===== config.mk =====
export PLATFORM = sky130hd
export DESIGN_NAME = tiaf_front
export DESIGN_NICKNAME = d
export VERILOG_FILES = /design/src/design/tiaf_pkg.sv /design/src/design/tiaf_front.sv
export SDC_FILE = /design/constraint.sdc
export NUM_CORES = 1
export LEC_CHECK = 0
export BUFFER_PORTS_ARGS = -buffer_cell sky130_fd_sc_hd__buf_2
export CAP_MARGIN = 40
export CORE_MARGIN = 2
export CORE_UTILIZATION = 38
export DETAILED_ROUTE_END_ITERATION = 10
export PLACE_DENSITY = 0.75
export REMOVE_ABC_BUFFERS = 1
export SLEW_MARGIN = 20
export SYNTH_ARGS = -nofsm -noshare
export SYNTH_HDL_FRONTEND = slang
export SYNTH_SLANG_ARGS = --single-unit

===== constraint.sdc =====
create_clock -name clk -period 1.5 [get_ports clk]
set_input_delay 0.3 -clock clk [delete_from_list [all_inputs] [get_ports clk]]
set_output_delay 0.3 -clock clk [all_outputs]
set_load 0.02 [all_outputs]

===== src/design/tiaf_pkg.sv =====
// Shared types and constants of the tagged identifier allocator.
package tiaf_pkg;

  localparam int ID_COUNT    = 1024;
  localparam int ID_BITS     = $clog2(ID_COUNT);
  localparam int NF_BITS     = ID_BITS + 1;
  localparam int TAG_BITS    = 2;
  localparam int FUNC_BITS   = 3;
  localparam int CNT_BITS    = 10;
  localparam int STAT_BITS   = 2;
  localparam int QUEUE_DEPTH = 2;
  localparam int QPTR_BITS   = $clog2(QUEUE_DEPTH);

  localparam logic [FUNC_BITS-1:0] FUNC_SPAWN   = 3'd0;
  localparam logic [FUNC_BITS-1:0] FUNC_DESTROY = 3'd1;
  localparam logic [FUNC_BITS-1:0] FUNC_QUERY   = 3'd2;
  localparam logic [FUNC_BITS-1:0] FUNC_CLEANUP = 3'd3;
  localparam logic [FUNC_BITS-1:0] FUNC_CLEAR   = 3'd4;

  localparam logic [STAT_BITS-1:0] ST_OK      = 2'd0;
  localparam logic [STAT_BITS-1:0] ST_FULL    = 2'd1;
  localparam logic [STAT_BITS-1:0] ST_IGNORED = 2'd2;

  typedef enum logic [2:0] {
    OP_SPAWN,
    OP_DESTROY,
    OP_QUERY,
    OP_CLEANUP,
    OP_CLEAR,
    OP_NOP
  } op_t;

  typedef struct packed {
    logic [FUNC_BITS-1:0] func;
    logic [ID_BITS-1:0]   entity_id;
    logic [TAG_BITS-1:0]  lifespan_tag;
  } req_t;

  typedef struct packed {
    logic [ID_BITS-1:0]   given_id;
    logic                 is_valid;
    logic [TAG_BITS-1:0]  tag_out;
    logic [CNT_BITS-1:0]  freed_count;
    logic [STAT_BITS-1:0] status;
  } rsp_t;

  typedef struct packed {
    op_t                 op;
    logic [ID_BITS-1:0]  id;
    logic [TAG_BITS-1:0] tag;
  } cmd_t;

  typedef struct packed {
    logic valid;
    cmd_t cmd;
  } cmd_beat_t;

  typedef struct packed {
    logic                used;
    logic [TAG_BITS-1:0] tag;
  } entry_t;

endpackage


===== src/design/tiaf_front.sv =====
// Front stage: accepts request beats and decodes them into commands.
module tiaf_front (
  input  logic                clk,
  input  logic                rst,
  input  logic                cmd_valid,
  output logic                cmd_stall,
  input  tiaf_pkg::req_t      cmd,
  output tiaf_pkg::cmd_beat_t push,
  input  logic                full
);

  logic            f_valid;
  tiaf_pkg::cmd_t  f_cmd;
  tiaf_pkg::cmd_t  dec;
  logic            accept;

  assign cmd_stall = f_valid && full;
  assign accept    = cmd_valid && !cmd_stall;

  always_comb begin
    dec.id  = cmd.entity_id;
    dec.tag = cmd.lifespan_tag;
    unique case (cmd.func)
      tiaf_pkg::FUNC_SPAWN:   dec.op = tiaf_pkg::OP_SPAWN;
      tiaf_pkg::FUNC_DESTROY: dec.op = tiaf_pkg::OP_DESTROY;
      tiaf_pkg::FUNC_QUERY:   dec.op = tiaf_pkg::OP_QUERY;
      tiaf_pkg::FUNC_CLEANUP: dec.op = tiaf_pkg::OP_CLEANUP;
      tiaf_pkg::FUNC_CLEAR:   dec.op = tiaf_pkg::OP_CLEAR;
      default:                dec.op = tiaf_pkg::OP_NOP;
    endcase
  end

  always_ff @(posedge clk) begin
    if (rst) begin
      f_valid <= 1'b0;
    end else if (accept) begin
      f_valid <= 1'b1;
    end else if (!full) begin
      f_valid <= 1'b0;
    end
    if (accept) begin
      f_cmd <= dec;
    end
  end

  assign push.valid = f_valid;
  assign push.cmd   = f_cmd;

endmodule


==> out/qor.yml <==
status:
  status: "finished, final reports clean"
yosys:
  synth_edf_count: 15
  syn_inst: 24
  synth.cell_area_um2: 522
  synth_largest_area_cell: "edfxtp_1"
  postSynthAreaPerCell_um2: 21.7
  synth_top_area_frac: 0.863
  synthFlopType: "edfxtp_1"
  async_flop_share: 0
  synth_area_leaders: "edfxtp_1 86%, dfxtp_1 3.8%, and2_4 1.7%, nor2b_2 1.7%, a21o_1 1.4%"
  ys_seq_elements: 16
  ys.warnings.count: 0
  yosysMostFrequentCell: "edfxtp_1"
  synth_cell_types: 10
  yosysSeqAreaShare: 0.902
cts:
  cts_resized: 0
  ctsRootBufferMaster: "clkbuf_4"
  cts_tree: "yes"
  worstSkewPairLatency_ns: 0.27
  cts.hold.buffers_added: 0
  cts_max_level: 1
  cts.clk_slew.worst_paths_ns: 0.08
  numCtsBuffers: 3
  cts_buffer_depth: 2
  cts_setup_buffers: 0
  cts.sinks: 16
job:
  cap_viol_max_count: 0
grt:
  grt_max_degree: 16
  grt_overflow: 0
  grt_usage: 0.102
  grt_pass1_vias: 303
  antenna_found_initial: 0
  grt_first_pass_wirelength_um: 1080
power_and_ir_drop:
  switchingPower_mw: 0.182
  p_clk_frac: 0.253
  power.leakage_nw: 0.333
  finalPower_mw: 0.838
  power_frac_comb: 0.122
  ir_drop_mv: 0.542
  intPower_mw: 0.655
  switching_share: 0.218
  p_seq_frac: 0.626
  powerDensity_nw_per_um2: 1130
die:
  die_h_um: 41.1
  die_w_um: 41.1
  ios: 36
  std_cell_rows: 13
  core-area_um2: 1280
  start_util: 0.406
  die_area_um2: 1690
critical_path:
  path_class: "reg2out"
  start_kind: "flop"
  worstPathRequired_ns: 1.20
  critPathArrivalTime_ns: 0.92
  cp-end-kind: "output pin"
  path_max_fanout: 3
cells_and_area:
  final_util: 0.574
  layout-drive-gt1-share: 0.661
  nets: 82
  fin_cells: 77
  syn_to_final_growth_pct: 41.5
  antennaDiodeCount: 0
  stdcell_area_um2: 738
timing:
  setup_violations: 0
  final_max_slew_viol_count: 0
  setup_ws_ns: 0.275
  setup_tns_ns: 0
  fin_crit_sh: 0.817
  period_needed_ns: 1.22
  worst_pin_slew_ns: 0.179
  max_slew_margin: 0.881
  fin_hold_ws_ns: 0.174
  rsz0062_at_grt: "no"
  fmax_ghz: 0.816
  fin_skew_ns: 0.000935
  hold_violations: 0
place:
  placed_area_um2: 712
  place_inst: 73
  gp_congestion: 0.622
  port_buffers: 35
  preCtsSetupSlack_ns: 0.314
drt:
  via_per_inst: 4.22
  routedWlPerCell_um: 10.6
  dr.pass1.iters: 1
  antenna_left: 0
  dr_total_vias: 325
  drc: 0
  wirelength_um: 813
  drtIter0Drc: 0
worst_hold_path:
  hp-class: "in2reg"
[cells in the final DEF, fill, tap and decap left out, drive strengths merged]
cell	n
buf	36
edfxtp	15
clkbuf	3
a21o	1
clkinv	1
a21oi	1
dfxtp	1
and2	1
nor2	1
nor2b	2
[metal layers]
metal	vias to the layer above	GRT usage	wire, um
li1	163	-	-
met1	138	0.0925	300
met2	24	0.191	377
met3	0	0.0489	135
met4	0	0.0333	0
met5	-	0	0
[power groups by stage]
stage / combinational, mW / clock [mW] / sequential [mW]
6_report: 0.102 / 0.212 / 0.524
5_1_grt: 0.111 / 0.246 / 0.527
4_1_cts: 0.104 / 0.226 / 0.525
3_5_place_dp: 0.104 / 0 / 0.535
3_3_place_gp: 0.102 / 0 / 0.535
2_1_floorplan: 0.0162 / 0 / 0.570
[path summary, 6_finish.rpt]
path	from	endpoint	slack (ns)	cells past startpoint
max	f_valid	cmd_stall	0.28	2
min	rst	f_valid	0.17	2
max reg2reg	f_valid	push[2]	0.43	3
min reg2reg	f_valid	f_valid	0.52	2
[registers in the layout, indices dropped and copies added (netlist names)]
name and flops:
f_valid 1, push 15
[cell type report]
cell class / count / area, um2
fillers: 109 / 547
flip-flops and latches: 16 / 470
repair buffers: 36 / 183
multi-input cells: 6 / 40.0
clock buffers: 3 / 22.5
well taps: 15 / 18.8
clock inverters: 1 / 3.75
[cell families (layout without fill, tap and decap cells)]
| group | Yosys count | after routing | share of synthesized area |
|---|---|---|---|
| buffers and inverters | 2 | 40 | 0.0216 |
| and+or+nand+nor | 4 | 4 | 0.0528 |
| DFF | 16 | 16 | 0.902 |
| AOI/OAI and AO/OA | 2 | 2 | 0.0240 |
[worst max-delay path, cell delays in order, from the launching register on]
cell	delay, ns
dfxtp_1	0.35
and2_4	0.15
buf_2	0.16
Power figures use the tool's default switching activity.
