===== src/design/tiaf_pkg.sv =====
// Shared types and constants of the tagged identifier allocator.
package tiaf_pkg;

  localparam int ID_COUNT    = 1024;
  localparam int ID_BITS     = $clog2(ID_COUNT);
  localparam int NF_BITS     = ID_BITS + 1;
  localparam int TAG_BITS    = 2;
  localparam int FUNC_BITS   = 3;
  localparam int CNT_BITS    = 10;
  localparam int STAT_BITS   = 2;
  localparam int QUEUE_DEPTH = 2;
  localparam int QPTR_BITS   = $clog2(QUEUE_DEPTH);

  localparam logic [FUNC_BITS-1:0] FUNC_SPAWN   = 3'd0;
  localparam logic [FUNC_BITS-1:0] FUNC_DESTROY = 3'd1;
  localparam logic [FUNC_BITS-1:0] FUNC_QUERY   = 3'd2;
  localparam logic [FUNC_BITS-1:0] FUNC_CLEANUP = 3'd3;
  localparam logic [FUNC_BITS-1:0] FUNC_CLEAR   = 3'd4;

  localparam logic [STAT_BITS-1:0] ST_OK      = 2'd0;
  localparam logic [STAT_BITS-1:0] ST_FULL    = 2'd1;
  localparam logic [STAT_BITS-1:0] ST_IGNORED = 2'd2;

  typedef enum logic [2:0] {
    OP_SPAWN,
    OP_DESTROY,
    OP_QUERY,
    OP_CLEANUP,
    OP_CLEAR,
    OP_NOP
  } op_t;

  typedef struct packed {
    logic [FUNC_BITS-1:0] func;
    logic [ID_BITS-1:0]   entity_id;
    logic [TAG_BITS-1:0]  lifespan_tag;
  } req_t;

  typedef struct packed {
    logic [ID_BITS-1:0]   given_id;
    logic                 is_valid;
    logic [TAG_BITS-1:0]  tag_out;
    logic [CNT_BITS-1:0]  freed_count;
    logic [STAT_BITS-1:0] status;
  } rsp_t;

  typedef struct packed {
    op_t                 op;
    logic [ID_BITS-1:0]  id;
    logic [TAG_BITS-1:0] tag;
  } cmd_t;

  typedef struct packed {
    logic valid;
    cmd_t cmd;
  } cmd_beat_t;

  typedef struct packed {
    logic                used;
    logic [TAG_BITS-1:0] tag;
  } entry_t;

endpackage


===== src/design/tiaf_queue.sv =====
// Short command queue between the front stage and the execution unit.
module tiaf_queue (
  input  logic                clk,
  input  logic                rst,
  input  tiaf_pkg::cmd_beat_t push,
  output logic                full,
  output tiaf_pkg::cmd_beat_t head,
  input  logic                pop
);

  tiaf_pkg::cmd_t                  slots [tiaf_pkg::QUEUE_DEPTH];
  logic [tiaf_pkg::QPTR_BITS-1:0]  wr_ptr;
  logic [tiaf_pkg::QPTR_BITS-1:0]  rd_ptr;
  logic [tiaf_pkg::QPTR_BITS:0]    count;
  logic                            do_push;
  logic                            do_pop;

  assign full       = count == (tiaf_pkg::QPTR_BITS+1)'(tiaf_pkg::QUEUE_DEPTH);
  assign head.valid = count != '0;
  assign head.cmd   = slots[rd_ptr];
  assign do_push    = push.valid && !full;
  assign do_pop     = pop && head.valid;

  always_ff @(posedge clk) begin
    if (rst) begin
      wr_ptr <= '0;
      rd_ptr <= '0;
      count  <= '0;
    end else begin
      if (do_push) begin
        wr_ptr <= wr_ptr + 1'b1;
      end
      if (do_pop) begin
        rd_ptr <= rd_ptr + 1'b1;
      end
      if (do_push && !do_pop) begin
        count <= count + 1'b1;
      end else if (do_pop && !do_push) begin
        count <= count - 1'b1;
      end
    end
    if (do_push) begin
      slots[wr_ptr] <= push.cmd;
    end
  end

endmodule


===== config.mk =====
export PLATFORM = sky130hd
export DESIGN_NAME = tiaf_queue
export DESIGN_NICKNAME = d
export VERILOG_FILES = /design/src/design/tiaf_pkg.sv /design/src/design/tiaf_queue.sv
export SDC_FILE = /design/constraint.sdc
export NUM_CORES = 1
export LEC_CHECK = 0
export BUFFER_PORTS_ARGS = -buffer_cell sky130_fd_sc_hd__buf_2
export CAP_MARGIN = 20
export CORE_UTILIZATION = 48
export CTS_BUF_LIST = sky130_fd_sc_hd__clkbuf_2 sky130_fd_sc_hd__clkbuf_4 sky130_fd_sc_hd__clkbuf_8
export CTS_CLUSTER_DIAMETER = 40
export DETAILED_ROUTE_END_ITERATION = 6
export HOLD_SLACK_MARGIN = 0.1
export PLACE_DENSITY_LB_ADDON = 0.3
export SKIP_CTS_REPAIR_TIMING = 1
export SLEW_MARGIN = 10
export SYNTH_ARGS = -nofsm -noshare
export SYNTH_HDL_FRONTEND = slang
export SYNTH_SLANG_ARGS = --single-unit

===== constraint.sdc =====
create_clock -name clk -period 3.3 [get_ports clk]
set_input_delay 0.66 -clock clk [delete_from_list [all_inputs] [get_ports clk]]
set_output_delay 0.66 -clock clk [all_outputs]
set_load 0.05 [all_outputs]

==> flow_summary.json <==
{
  "die_area_um2": 2926,
  "setup_slack_ps": 949.0,
  "criticalPathCategory": "reg2out",
  "ant_nets": 0,
  "yosysWarnings": 0,
  "layout.nets": 132,
  "hold_class": "reg2reg",
  "gp_congestion": 0.6058,
  "tightestPinTransition_ps": 704.3,
  "drc_errors": 0,
  "drive_gt1_share_pct": 53.10,
  "synth_area_um2": 1302,
  "die_w_um": 54.09,
  "rsz0062_at_grt": "no",
  "ys_seq_area_share_pct": 76.85,
  "clkSinkCount": 35,
  "power.total_mw": 1.375,
  "yosysTopAreaCell": "edfxtp_1",
  "dp_hpwl_um": 1319,
  "cp_slowest_cell": "dfxtp_1",
  "hold_viol_final": 0,
  "avgRoutedWirePerCell_um": 13.17,
  "num_rows": 18,
  "wl_um": 1883,
  "fin_skew_ps": 14.73,
  "synth_top_area_share_pct": 69.16,
  "setup_violations": 0,
  "diodes": 0,
  "slew-limit-headroom_pct": 53.05,
  "dp_slack_ps": 1273,
  "crit_buf_inv": 1,
  "grtUsageTotal_pct": 15.22,
  "min_period_over_period_pct": 71.24,
  "grt_max_degree": 16,
  "portBuffers": 35,
  "vias_per_cell": 4.951,
  "ios": 36,
  "areaGrowthSynthToFinish_pct": 20.27,
  "synthTopCellsByCount": "30 x edfxtp_1, 15 x mux2_2, 5 x dfxtp_1, 4 x nor2_1",
  "vias": 708,
  "maxSlewViolCount": 0,
  "initial_core_util_pct": 51.64,
  "syn_avg_cell_area_um2": 18.09,
  "min_period_ps": 2351,
  "ys_ff_latch": 35,
  "clockRootBuffer": "clkbuf_4",
  "numCtsBuffers": 5,
  "yosys-top-cells-area": "edfxtp_1 69%, mux2_2 13%, dfxtp_1 7.7%",
  "clk_path_buf_depth": 2,
  "cp_top_family": "flip-flops",
  "cts_tree": "yes",
  "synth_flop_cell": "edfxtp_1",
  "total_leakage_power_nw": 0.6170,
  "core-area_um2": 2522,
  "htree_levels": 2,
  "antenna_found_initial": 0,
  "synth_edf_count": 30,
  "drt_first_pass_iters": 4,
  "status": "finished clean",
  "synth_fp_nets": 92,
  "critPathRequiredTime_ps": 2640,
  "synth.most_common_cell": "edfxtp_1",
  "cap_viol_max_count": 0,
  "path_clk_slew_ps": 90,
  "clk_latency_ps": 330,
  "fmax_ghz": 0.4254,
  "die_y_um": 54.09,
  "grt_pass1_vias": 635,
  "p_per_area_nw_per_um2": 877.6,
  "grt_pass1_wl_um": 2787,
  "path_max_fanout": 15,
  "vdd_drop_max_mv": 0.4846,
  "start_kind": "flip-flop",
  "crit_chain": "mux2_2 > buf_2",
  "async_flop_share_pct": 0,
  "synthDistinctLibCells": 15,
  "worst_ep_arrival_time_ps": 1690,
  "end_kind": "output port",
  "crit_path_max_incr_delay_ps": 730,
  "syn_inst": 72,
  "drtIter0Drc": 4,
  "gr-total-overflow": 0,
  "setup-tns-final_ps": 0
}
[sequential cells by signal (all words and copies together) (netlist names), named ones only]
register	cells
slots	30
count	2
rd_ptr	1
wr_ptr	1
[worst register-to-register path, cell delays in order (launching register included)]
cell and delay (ps):
dfxtp_1 340, nor2b_2 170, or3_1 330, inv_1 460
[stage by stage]
stage / instances / util (%) / instance area, µm² / hold slack [ps]
after floorplan: 72 / - / 1303 / 451.6
after global placement: 135 / 59.57 / 1503 / 466.0
after detailed placement: 135 / 59.57 / 1503 / 482.1
after CTS: 143 / 62.10 / 1567 / 486.9
after global routing: 143 / 62.10 / 1567 / 489.9
final: 143 / 62.10 / 1567 / 488.7
[final timing paths]
| path | from | to | slack [ps] | cells past startpoint |
|---|---|---|---|---|
| max reg2reg | count[1] | slots[0][5] | 1640 | 3 |
| max | flip-flop | head[5] | 950 | 2 |
| min reg2reg | wr_ptr | wr_ptr | 490 | 2 |
| min | wr_ptr | wr_ptr | 490 | 2 |
[power by group]
part	total (mW)	switching (mW)	internal, mW
clock network	0.242	0.130	0.111
registers	0.609	0.0488	0.561
logic	0.524	0.367	0.157
[cells in the final DEF, fill, tap and decap left out]
cell type,synthesis,routed
buf_2,1,35
edfxtp_1,30,30
mux2_2,15,15
clkbuf_4,0,6
dfxtp_1,5,5
nor2_1,4,4
o21ai_0,3,3
xor2_1,3,3
inv_1,2,2
or3_1,2,2
a21oi_1,2,2
nor2b_2,1,1
or2_2,1,1
and2_1,1,1
ha_1,1,1
clkinv_2,0,1
clkbuf_8,0,1
[layout make-up]
type                            count  area (µm²)
Inverter                            2       7.507
Sequential cell                    35        1001
Clock inverter                      1       5.005
Timing Repair Buffer               35       175.2
Fill cell                         202       955.9
Multi-Input combinational cell     33       281.5
Tap cell                           30       37.54
Clock buffer                        7       58.81
[kinds of logic after synthesis]
group	share of synthesized area [%]
fa+ha+maj	0.9605
simple gates	3.747
xor+xnor	2.018
mux	12.97
flops	76.85
compound gates	1.921
buf+inv	1.537
[layer usage]
layer	vias up	GRT usage [%]	wire length, µm
met3	7	6.780	100
met4	0	11.54	53
li1	352	-	-
met2	21	23.66	977
met5	-	0	0
met1	328	16.11	752
No activity file was read; power rests on OpenSTA's default activity.
